### src/hw/rtl/gww_pkg.sv
package gww_pkg;

    // configuration register width, fixed by the register map
    localparam int unsigned C_CFG_W = 6;
    // width of pointer and count fields carried between front and back;
    // covers the full range of the line length parameter
    localparam int unsigned C_FLD_W = 6;
    localparam int unsigned C_Q_DEPTH = 4;
    localparam int unsigned C_Q_PW = $clog2(C_Q_DEPTH);

    localparam logic [C_CFG_W-1:0] C_LL_RESET = 6'd17;

    localparam logic [7:0] C_SEP = 8'h20;
    localparam logic [7:0] C_NL  = 8'h0A;
    localparam logic [7:0] C_NUL = 8'h00;

    // one output run: optional new line, count characters from start, optional space
    typedef struct packed {
        logic               nl;
        logic               sp;
        logic [C_FLD_W-1:0] start;
        logic [C_FLD_W-1:0] count;
    } t_cmd;

    // word store write port
    typedef struct packed {
        logic               en;
        logic [C_FLD_W-1:0] addr;
        logic [7:0]         data;
    } t_wr;

    typedef enum logic [1:0] {
        S_IDLE,
        S_NL,
        S_CHR,
        S_SP
    } t_bstate;

    typedef enum logic [1:0] {
        K_CHR,
        K_NL,
        K_SP
    } t_kind;

endpackage

### src/hw/rtl/gww_cmd_fifo.sv
module gww_cmd_fifo (
    input  logic          i_clk,
    input  logic          i_rst_n,
    input  logic          i_push,
    input  gww_pkg::t_cmd i_data,
    output logic          o_ready,
    input  logic          i_pop,
    output logic          o_valid,
    output gww_pkg::t_cmd o_data
);

    gww_pkg::t_cmd r_mem [gww_pkg::C_Q_DEPTH];
    logic [gww_pkg::C_Q_PW-1:0] r_wp;
    logic [gww_pkg::C_Q_PW-1:0] r_rp;
    logic [gww_pkg::C_Q_PW:0]   r_cnt;
    logic w_push;
    logic w_pop;

    assign o_ready = (r_cnt != (gww_pkg::C_Q_PW+1)'(gww_pkg::C_Q_DEPTH));
    assign o_valid = (r_cnt != '0);
    assign o_data  = r_mem[r_rp];
    assign w_push  = i_push && o_ready;
    assign w_pop   = i_pop && o_valid;

    always_ff @(posedge i_clk) begin
        if (w_push) begin
            r_mem[r_wp] <= i_data;
        end
    end

    always_ff @(posedge i_clk) begin
        if (!i_rst_n) begin
            r_wp  <= '0;
            r_rp  <= '0;
            r_cnt <= '0;
        end else begin
            if (w_push) begin
                r_wp <= r_wp + 1'b1;
            end
            if (w_pop) begin
                r_rp <= r_rp + 1'b1;
            end
            unique case ({w_push, w_pop})
                2'b10:   r_cnt <= r_cnt + 1'b1;
                2'b01:   r_cnt <= r_cnt - 1'b1;
                default: r_cnt <= r_cnt;
            endcase
        end
    end

endmodule

### src/hw/rtl/gww_front.sv
module gww_front #(
    parameter int unsigned MAX_LINE = 32
) (
    input  logic                        i_clk,
    input  logic                        i_rst_n,
    input  logic                        i_cfg_valid,
    input  logic [gww_pkg::C_CFG_W-1:0] i_cfg_data,
    input  logic                        i_valid,
    input  logic [7:0]                  i_char,
    input  logic                        i_end,
    output logic                        o_ready,
    input  logic                        i_q_ready,
    input  logic                        i_free,
    output logic                        o_cmd_valid,
    output gww_pkg::t_cmd               o_cmd,
    output gww_pkg::t_wr                o_wr
);

    localparam int unsigned DEPTH = MAX_LINE + 1;
    localparam int unsigned AW    = $clog2(DEPTH);
    localparam int unsigned CW    = $clog2(MAX_LINE + 2);
    localparam int unsigned UW    = $clog2(DEPTH + 1);

    function automatic logic [CW-1:0] eff_len(input logic [gww_pkg::C_CFG_W-1:0] ll);
        logic [CW-1:0] n;
        if (ll == '0) begin
            n = CW'(1);
        end else if ({1'b0, ll} > (gww_pkg::C_CFG_W+1)'(MAX_LINE)) begin
            n = CW'(MAX_LINE);
        end else begin
            n = CW'(ll);
        end
        return n;
    endfunction

    logic [gww_pkg::C_CFG_W-1:0] r_line_len;
    logic [CW-1:0] r_wc,   n_wc;
    logic [CW-1:0] r_cl,   n_cl;
    logic [AW-1:0] r_tail, n_tail;
    logic [UW-1:0] r_used;

    logic [CW-1:0] w_n;
    logic          w_accept;
    logic [AW:0]   w_diff;
    logic [AW-1:0] w_start;
    logic          w_nl;
    logic [CW-1:0] w_cl1;
    logic [CW-1:0] w_cl2;

    assign w_n      = eff_len(r_line_len);
    assign o_ready  = i_q_ready && (r_used < UW'(DEPTH));
    assign w_accept = i_valid && o_ready;

    // first store entry of the pending word, modulo the store depth
    assign w_diff  = {1'b0, r_tail} - (AW+1)'(r_wc);
    assign w_start = w_diff[AW] ? AW'(w_diff + (AW+1)'(DEPTH)) : w_diff[AW-1:0];

    always_comb begin
        n_wc        = r_wc;
        n_cl        = r_cl;
        n_tail      = r_tail;
        o_cmd_valid = 1'b0;
        o_cmd       = '0;
        o_wr        = '0;
        w_nl        = 1'b0;
        w_cl1       = r_cl;
        w_cl2       = r_cl;
        if (w_accept) begin
            if (i_end || (i_char == gww_pkg::C_SEP)) begin
                if (r_wc != '0) begin
                    // word ends: new line if it does not fit, space if room remains
                    w_nl        = (r_wc > r_cl) || (r_cl == '0);
                    w_cl1       = w_nl ? w_n : r_cl;
                    w_cl2       = w_cl1 - r_wc;
                    o_cmd_valid = 1'b1;
                    o_cmd.nl    = w_nl;
                    o_cmd.sp    = (w_cl2 != '0);
                    o_cmd.start = gww_pkg::C_FLD_W'(w_start);
                    o_cmd.count = gww_pkg::C_FLD_W'(r_wc);
                    n_cl        = (w_cl2 != '0) ? (w_cl2 - 1'b1) : w_cl2;
                    n_wc        = '0;
                end
                if (i_end) begin
                    n_cl = w_n;
                end
            end else if (i_char != gww_pkg::C_NUL) begin
                o_wr.en   = 1'b1;
                o_wr.addr = gww_pkg::C_FLD_W'(r_tail);
                o_wr.data = i_char;
                n_tail    = (r_tail == AW'(DEPTH - 1)) ? '0 : (r_tail + 1'b1);
                if (r_wc == w_n) begin
                    // word longer than a line: fill the rest of the line
                    w_nl        = (r_cl == '0);
                    w_cl1       = w_nl ? w_n : r_cl;
                    o_cmd_valid = 1'b1;
                    o_cmd.nl    = w_nl;
                    o_cmd.sp    = 1'b0;
                    o_cmd.start = gww_pkg::C_FLD_W'(w_start);
                    o_cmd.count = gww_pkg::C_FLD_W'(w_cl1);
                    n_wc        = r_wc + 1'b1 - w_cl1;
                    n_cl        = '0;
                end else begin
                    n_wc = r_wc + 1'b1;
                end
            end
        end
    end

    always_ff @(posedge i_clk) begin
        if (!i_rst_n) begin
            r_line_len <= gww_pkg::C_LL_RESET;
            r_wc       <= '0;
            r_cl       <= eff_len(gww_pkg::C_LL_RESET);
            r_tail     <= '0;
            r_used     <= '0;
        end else if (i_cfg_valid) begin
            // drop the pending word, reload the line
            r_line_len <= i_cfg_data;
            r_wc       <= '0;
            r_cl       <= eff_len(i_cfg_data);
            r_used     <= '0;
        end else begin
            r_wc   <= n_wc;
            r_cl   <= n_cl;
            r_tail <= n_tail;
            unique case ({o_wr.en, i_free})
                2'b10:   r_used <= r_used + 1'b1;
                2'b01:   r_used <= r_used - 1'b1;
                default: r_used <= r_used;
            endcase
        end
    end

endmodule

### src/hw/rtl/gww_back.sv
module gww_back #(
    parameter int unsigned MAX_LINE = 32
) (
    input  logic          i_clk,
    input  logic          i_rst_n,
    input  gww_pkg::t_wr  i_wr,
    input  logic          i_cmd_valid,
    input  gww_pkg::t_cmd i_cmd,
    output logic          o_cmd_pop,
    output logic          o_free,
    output logic          o_m_tvalid,
    input  logic          i_m_tready,
    output logic [7:0]    o_m_char,
    output logic          o_m_last
);

    localparam int unsigned DEPTH = MAX_LINE + 1;
    localparam int unsigned AW    = $clog2(DEPTH);
    localparam int unsigned CW    = $clog2(MAX_LINE + 2);

    logic [7:0] r_mem [DEPTH];
    logic [7:0] r_rd_data;

    gww_pkg::t_bstate r_state, n_state;
    logic [AW-1:0]    r_addr,  n_addr;
    logic [CW-1:0]    r_left,  n_left;
    logic             r_sp,    n_sp;

    logic             r_s1_valid;
    gww_pkg::t_kind   r_s1_kind;
    logic             r_s1_last;

    logic             r_out_valid;
    logic [7:0]       r_out_char;
    logic             r_out_last;

    logic             w_out_free;
    logic             w_issue_ok;
    logic             w_tok_v;
    gww_pkg::t_kind   w_tok_kind;
    logic             w_tok_last;
    logic             w_rd_en;
    logic [7:0]       w_s1_char;

    assign w_out_free = !r_out_valid || i_m_tready;
    assign w_issue_ok = !r_s1_valid || w_out_free;
    assign o_free     = w_rd_en;
    assign o_m_tvalid = r_out_valid;
    assign o_m_char   = r_out_char;
    assign o_m_last   = r_out_last;

    always_ff @(posedge i_clk) begin
        if (i_wr.en) begin
            r_mem[AW'(i_wr.addr)] <= i_wr.data;
        end
        if (w_rd_en) begin
            r_rd_data <= r_mem[r_addr];
        end
    end

    always_comb begin
        n_state    = r_state;
        n_addr     = r_addr;
        n_left     = r_left;
        n_sp       = r_sp;
        o_cmd_pop  = 1'b0;
        w_tok_v    = 1'b0;
        w_tok_kind = gww_pkg::K_CHR;
        w_tok_last = 1'b0;
        w_rd_en    = 1'b0;
        unique case (r_state)
            gww_pkg::S_IDLE: begin
                if (i_cmd_valid) begin
                    o_cmd_pop = 1'b1;
                    n_addr    = AW'(i_cmd.start);
                    n_left    = CW'(i_cmd.count);
                    n_sp      = i_cmd.sp;
                    n_state   = i_cmd.nl ? gww_pkg::S_NL : gww_pkg::S_CHR;
                end
            end
            gww_pkg::S_NL: begin
                if (w_issue_ok) begin
                    w_tok_v    = 1'b1;
                    w_tok_kind = gww_pkg::K_NL;
                    n_state    = gww_pkg::S_CHR;
                end
            end
            gww_pkg::S_CHR: begin
                if (w_issue_ok) begin
                    w_tok_v    = 1'b1;
                    w_tok_kind = gww_pkg::K_CHR;
                    w_tok_last = (r_left == CW'(1)) && !r_sp;
                    w_rd_en    = 1'b1;
                    n_addr     = (r_addr == AW'(DEPTH - 1)) ? '0 : (r_addr + 1'b1);
                    n_left     = r_left - 1'b1;
                    if (r_left == CW'(1)) begin
                        n_state = r_sp ? gww_pkg::S_SP : gww_pkg::S_IDLE;
                    end
                end
            end
            gww_pkg::S_SP: begin
                if (w_issue_ok) begin
                    w_tok_v    = 1'b1;
                    w_tok_kind = gww_pkg::K_SP;
                    w_tok_last = 1'b1;
                    n_state    = gww_pkg::S_IDLE;
                end
            end
            default: begin
                n_state = gww_pkg::S_IDLE;
            end
        endcase
    end

    always_comb begin
        unique case (r_s1_kind)
            gww_pkg::K_NL: w_s1_char = gww_pkg::C_NL;
            gww_pkg::K_SP: w_s1_char = gww_pkg::C_SEP;
            default:       w_s1_char = r_rd_data;
        endcase
    end

    always_ff @(posedge i_clk) begin
        if (!i_rst_n) begin
            r_state     <= gww_pkg::S_IDLE;
            r_s1_valid  <= 1'b0;
            r_out_valid <= 1'b0;
        end else begin
            r_state <= n_state;
            if (w_issue_ok) begin
                r_s1_valid <= w_tok_v;
            end
            if (w_out_free) begin
                r_out_valid <= r_s1_valid;
            end
        end
    end

    always_ff @(posedge i_clk) begin
        r_addr <= n_addr;
        r_left <= n_left;
        r_sp   <= n_sp;
        if (w_issue_ok) begin
            r_s1_kind <= w_tok_kind;
            r_s1_last <= w_tok_last;
        end
        // hold the result while the receiver stalls
        if (w_out_free) begin
            r_out_char <= w_s1_char;
            r_out_last <= r_s1_last;
        end
    end

endmodule

### src/hw/rtl/greedy_word_wrap.sv
// Greedy word wrap of a character stream.
// Input stream: one text byte per transaction in tdata; tuser set means end of
// text (tdata ignored): the pending word is flushed and the line count reloads.
// Spaces separate words and runs of them collapse; a zero byte is dropped.
// Output stream: wrapped bytes (word characters, space, new line) in tdata;
// tlast marks the last byte caused by one input transaction. Inputs that cause
// no output give no output transaction.
// Config channel: writes the line length (0 acts as 1, above MAX_LINE acts as
// MAX_LINE), drops any pending word and starts a fresh line. Write only idle.
// Throughput: the front takes one input per cycle while its 4-entry run queue
// and the word store have room; the back emits one byte per cycle while the
// receiver takes them, and pops each run in its idle state before its bytes.
// A run's first byte passes the queue, back state, token and output registers.
// Reset: line length 17, no pending word, full line available.
// Receiver stall: the output register holds; the back pauses, the queue fills,
// then the input stalls by dropping tready.
module greedy_word_wrap #(
    parameter int unsigned MAX_LINE = 32
) (
    input  logic                        i_clk,
    input  logic                        i_rst_n,
    input  logic                        i_s_tvalid,
    output logic                        o_s_tready,
    input  logic [7:0]                  i_s_tdata,   // [7:0] text_char
    input  logic                        i_s_tuser,   // [0] end_of_text
    input  logic                        i_cfg_valid,
    output logic                        o_cfg_ready,
    input  logic [gww_pkg::C_CFG_W-1:0] i_cfg_data,  // line_length
    output logic                        o_m_tvalid,
    input  logic                        i_m_tready,
    output logic [7:0]                  o_m_tdata,   // [7:0] out_char
    output logic                        o_m_tlast    // run_last
);

    gww_pkg::t_cmd w_cmd_in;
    gww_pkg::t_cmd w_cmd_out;
    gww_pkg::t_wr  w_wr;
    logic          w_cmd_push;
    logic          w_q_ready;
    logic          w_q_valid;
    logic          w_q_pop;
    logic          w_free;

    assign o_cfg_ready = 1'b1;

    gww_front #(
        .MAX_LINE(MAX_LINE)
    ) u_front (
        .i_clk       (i_clk),
        .i_rst_n     (i_rst_n),
        .i_cfg_valid (i_cfg_valid),
        .i_cfg_data  (i_cfg_data),
        .i_valid     (i_s_tvalid),
        .i_char      (i_s_tdata),
        .i_end       (i_s_tuser),
        .o_ready     (o_s_tready),
        .i_q_ready   (w_q_ready),
        .i_free      (w_free),
        .o_cmd_valid (w_cmd_push),
        .o_cmd       (w_cmd_in),
        .o_wr        (w_wr)
    );

    gww_cmd_fifo u_queue (
        .i_clk   (i_clk),
        .i_rst_n (i_rst_n),
        .i_push  (w_cmd_push),
        .i_data  (w_cmd_in),
        .o_ready (w_q_ready),
        .i_pop   (w_q_pop),
        .o_valid (w_q_valid),
        .o_data  (w_cmd_out)
    );

    gww_back #(
        .MAX_LINE(MAX_LINE)
    ) u_back (
        .i_clk       (i_clk),
        .i_rst_n     (i_rst_n),
        .i_wr        (w_wr),
        .i_cmd_valid (w_q_valid),
        .i_cmd       (w_cmd_out),
        .o_cmd_pop   (w_q_pop),
        .o_free      (w_free),
        .o_m_tvalid  (o_m_tvalid),
        .i_m_tready  (i_m_tready),
        .o_m_char    (o_m_tdata),
        .o_m_last    (o_m_tlast)
    );

endmodule

### config.mk
export PLATFORM = sky130hd
export DESIGN_NAME = greedy_word_wrap
export DESIGN_NICKNAME = d
export VERILOG_FILES = /design/src/hw/rtl/gww_pkg.sv /design/src/hw/rtl/gww_cmd_fifo.sv /design/src/hw/rtl/gww_front.sv /design/src/hw/rtl/gww_back.sv /design/src/hw/rtl/greedy_word_wrap.sv
export SDC_FILE = /design/constraint.sdc
export NUM_CORES = 1
export LEC_CHECK = 0
export BUFFER_PORTS_ARGS = -buffer_cell sky130_fd_sc_hd__buf_2
export CAP_MARGIN = 20
export CELL_PAD_IN_SITES_DETAIL_PLACEMENT = 0
export CELL_PAD_IN_SITES_GLOBAL_PLACEMENT = 1
export CORE_ASPECT_RATIO = 1.2
export CORE_MARGIN = 2
export CORE_UTILIZATION = 30
export DETAILED_ROUTE_END_ITERATION = 8
export GPL_TIMING_DRIVEN = 0
export PLACE_DENSITY_LB_ADDON = 0.1
export SLEW_MARGIN = 30
export SYNTH_ARGS = -nofsm -noshare
export SYNTH_HDL_FRONTEND = slang
export SYNTH_SLANG_ARGS = --single-unit
### constraint.sdc
create_clock -name i_clk -period 4 [get_ports i_clk]
set_clock_uncertainty 0.1 [all_clocks]
set_input_delay 0.4 -clock i_clk [delete_from_list [all_inputs] [get_ports i_clk]]
set_output_delay 0.4 -clock i_clk [all_outputs]
set_load 0.05 [all_outputs]
==> metrics.md <==
| Metric | Value |
|---|---|
| Netlist Area Pre-Place | 0.0175 mm^2 |
| Remaining DRCs | 0 |
| Core area | 0.0581 mm^2 |
| TritonCTS clock tree | done |
| Min-Delay Path Depth | 3 |
| Die Height | 269 um |
| Clk buf depth | 3 |
| Util after Layout | 35.1% |
| FILL cells | 5505 |
| Slack of the worst reg-to-reg path | 0.20 ns |
| Worst r2r src | u_front.r_cl[3] |
| Area delta synth->final | 16.5% |
| Post-detailed-route count of antenna-violating nets | 0 |
| CP max FO | 5 |
| Total of max-cap violations | 0 |
| Pre-CTS setup slack | -1.12 ns |
| Placed cell areas | 0.0188 mm^2 |
| Clock sink count | 396 |
| Post-synthesis instance total | 1131 |
| Number of flops mapped to enable cells by yosys | 353 |
| Crit. End Element | flop |
| Maximum vdd ir drop | 0.000239 V |
| Yosys cell types | 71 |
| Measured slew at the worst slew-check pin | 0.961 ns |
| Critical path class | flop to flop |
| FF-to-FF End | u_queue.r_mem[0][12] |
| DR pass1 iterations | 5 |
| Setup_tns | 0 ns |
| Hold Path Sink | u_front.r_line_len[1] |
| First-pass GRT wire length | 69300 um |
| Vias per std cell | 4.89 |
| Worst r2r path cells | 16 |
| Vias in the first global route | 10400 |
| Worst path bufs/invs | 2 |
| FP Rows | 97 |
| Max incr delay on CP | 0.38 ns |
| Full die area | 0.0604 mm^2 |
| Cell breakdown of the critical path | inv_1 > ha_1 > and3_4 > a21boi_2 > o21ai_4 > a21oi_2 > a21oi_2 > ha_1 > inv_1 > fa_2 > a21o_1 > a21oi_2 > xor2_2 > nand3_2 > nand2b_4 > and3b_2 |
| DP HPWL | 32800 um |
| Worst EP arrival | 4.00 ns |
| Tmin final | 3.80 ns |
| Status | complete, no violations |
| Peak Freq | 263 MHz |
| Critical path startpoint category | flop |
| DRT Wirelength | 46900 um |
| Cell mode on critical path | a21oi_2 |
| Final hold viol count | 0 |
| Design area | 0.0204 mm^2 |
| Clock latency at the later pin of the worst-skew pair | 0.58 ns |
| Ys flop type | edfxtp_1 |
| FF+latch count, synth | 396 |
| Final worst-path cycle share | 94.9% |
| Worst relative slew slack | 35.7% |
| Total Power | 12.5 mW |
| Total CTS buffers | 45 |
| Via count | 9779 |
| Top Ports | 32 |
| Hold crit path type | primary input to flop |
| Largest net degree at the start of global routing | 34 |
| Origin of the worst setup path | u_front.r_cl[3] |
| Total congestion overflow | 0 |
| Register Area | 0.0115 mm^2 |
| GPL Wtd Cong | 0.776 |
| Clk slew on worst S/H paths | 0.06 ns |
| Chip width | 225 um |
| Leak | 6.84 nW |
| Violation count after the first detailed-route iteration | 660 |
| GRT Util Overall | 15.9% |
| I/O Buffers | 28 |
| Clock root buffer | clkbuf_16 |
| Cell family with most CP delay | compound AO/OA/AOI/OAI gates |
| Final number of setup-violating endpoints | 0 |
| Initial antenna violation count | 0 |
| Power per cell area | 613 mW/mm^2 |
| Starting density of the core | 30.2% |
| Area of the multi-input gates | 0.00590 mm^2 |
| Worst hold start | i_cfg_data[1] |
| Yosys warns | 0 |
| Syn nets | 1201 |
| Final net count | 1291 |
| Max Slew Vio Count | 0 |
| Worst setup margin | 0.204 ns |
| Syn avg cell area | 15.5 um^2 |
| Per-cell routed wire length | 23.5 um |
| Slowest library cell on the worst path | dfxtp_1 |
| CTS HTree Levels | 2 |
| Required @ worst endpoint | 4.21 ns |
| Seq/Total Area, Yosys | 65.4% |
| Fraction of layout instances using a drive strength above 1 | 22.5% |
| FFs w/ async S/R, synth | 0% |
## area by class of cell
type / instances / share of cell area (%)
antenna: 2 / 0.0245
buffer: 52 / 1.14
clock buffer: 54 / 5.68
clock inverter: 27 / 1.13
inverter: 48 / 0.882
multi-input combinational: 634 / 28.9
sequential: 396 / 56.1
tap: 742 / 4.54
timing repair buffer: 44 / 1.60
## worst min-delay path, stage by stage
cell,delay [ns]
buf_2,0.12
mux2i_1,0.08
nor2_1,0.08
## what timing repair did
action	in CTS	in global routing
pin swaps	4	3
hold buffers	3	0
endpoints found under the hold margin	3	0
endpoints found under the setup margin	13	12
buffers inserted	4	1
resized for setup	22	23
## how the worst max path moves through the flow
stage | slack [ns] | to | cells after the start
finish | 0.20 | u_queue.r_mem[0][12] | 16
global route | -0.02 | u_front.r_cl[1] | 19
CTS | 0.02 | u_queue.r_mem[0][12] | 14
detailed placement | -1.12 | u_queue.r_mem[0][12] | 16
global placement | -1.13 | u_queue.r_mem[0][12] | 16
floorplan | 0.04 | u_queue.r_mem[0][12] | 17
## through the flow
stage,cells,hold slack (ns)
6_report,1999,0.0338
5_1_grt,1997,0.0262
4_1_cts,1996,0.0124
3_5_place_dp,1909,0.330
3_3_place_gp,1901,0.313
2_1_floorplan,1131,0.300
## report_power, final
part	leakage (nW)	internal (mW)	switching (mW)	total (mW)
combinational	2.51	1.51	2.10	3.61
sequential	3.66	4.81	0.130	4.94
clock	0.668	2.27	1.70	3.97
## cells in the mapped netlist, drive strengths merged (11+ instances only)
| cell | instances | area (um^2) |
|---|---|---|
| a21oi | 35 | 175 |
| and3 | 13 | 81.3 |
| buf | 16 | 90.1 |
| clkbuf | 37 | 139 |
| dfxtp | 43 | 861 |
| edfxtp | 353 | 10600 |
| ha | 45 | 563 |
| inv | 48 | 180 |
| mux2i | 23 | 230 |
| mux4 | 94 | 2120 |
| nand2 | 66 | 250 |
| nand3 | 18 | 90.1 |
| nor2 | 105 | 402 |
| nor2b | 11 | 68.8 |
| nor3 | 16 | 96.4 |
| o21ai | 48 | 240 |
| xnor2 | 24 | 210 |
| xor2 | 24 | 210 |
## cells in the final DEF, fill, tap and decap left out, types with 4 or more instances in the layout
master,synthesis,final
fa_1,5,4
clkbuf_1,37,43
a21oi_2,0,5
buf_2,6,37
dfxtp_1,43,39
inv_1,44,44
or4_1,4,4
buf_6,2,4
o21ai_1,25,26
a21oi_1,35,30
nor2b_1,11,11
edfxtp_1,353,353
nand4_1,4,4
nor4_1,5,5
and3_2,0,8
mux2i_1,23,22
nand3_1,18,16
ha_1,45,43
clkbuf_16,0,45
and2_1,9,9
buf_4,2,9
nand2_1,65,63
nor2_2,0,12
a21o_1,9,8
mux4_2,94,94
nor2_1,104,91
o21ai_0,23,18
or3_1,6,6
inv_2,4,4
nand2b_1,7,6
nor3_1,14,13
a31oi_1,10,10
xor2_1,24,22
xnor2_1,24,23
a22oi_1,6,6
clkinv_1,0,13
## logic make-up after synthesis
logic type / Yosys count / share of synthesized area [%]
AOI/OAI and AO/OA: 134 / 4.67
muxes: 119 / 13.5
and+or+nand+nor: 282 / 7.91
buffers and inverters: 101 / 2.33
DFF: 396 / 65.4
adders and majority gates: 50 / 3.78
other: 1 / 0.0214
xor gates and xnor gates: 48 / 2.40
## state kept, by name, indices dropped and copies added, names as in the netlist, 2 cells and up, named ones only
name,cells
u_queue.r_cnt,3
u_back.r_s1_kind,2
u_queue.r_wp,2
u_back.r_rd_data,8
u_back.r_addr,6
u_front.r_tail,6
u_back.r_state,2
u_front.r_cl,6
u_back.o_m_char,8
u_back.r_left,6
u_front.r_line_len,6
u_queue.r_rp,2
u_front.r_wc,6
u_front.r_used,6
u_back.r_mem,264
u_queue.r_mem,56
## metal layers
| metal | vias up | GRT usage [%] | share of wire [%] |
|---|---|---|---|
| met5 | - | 0 | 0 |
| met4 | 0 | 4.96 | 2.6 |
| met3 | 68 | 2.81 | 3.7 |
| met2 | 152 | 28.3 | 51 |
| met1 | 5019 | 19.7 | 42 |
| li1 | 4540 | - | - |
No activity file was read; power rests on OpenSTA's default activity.
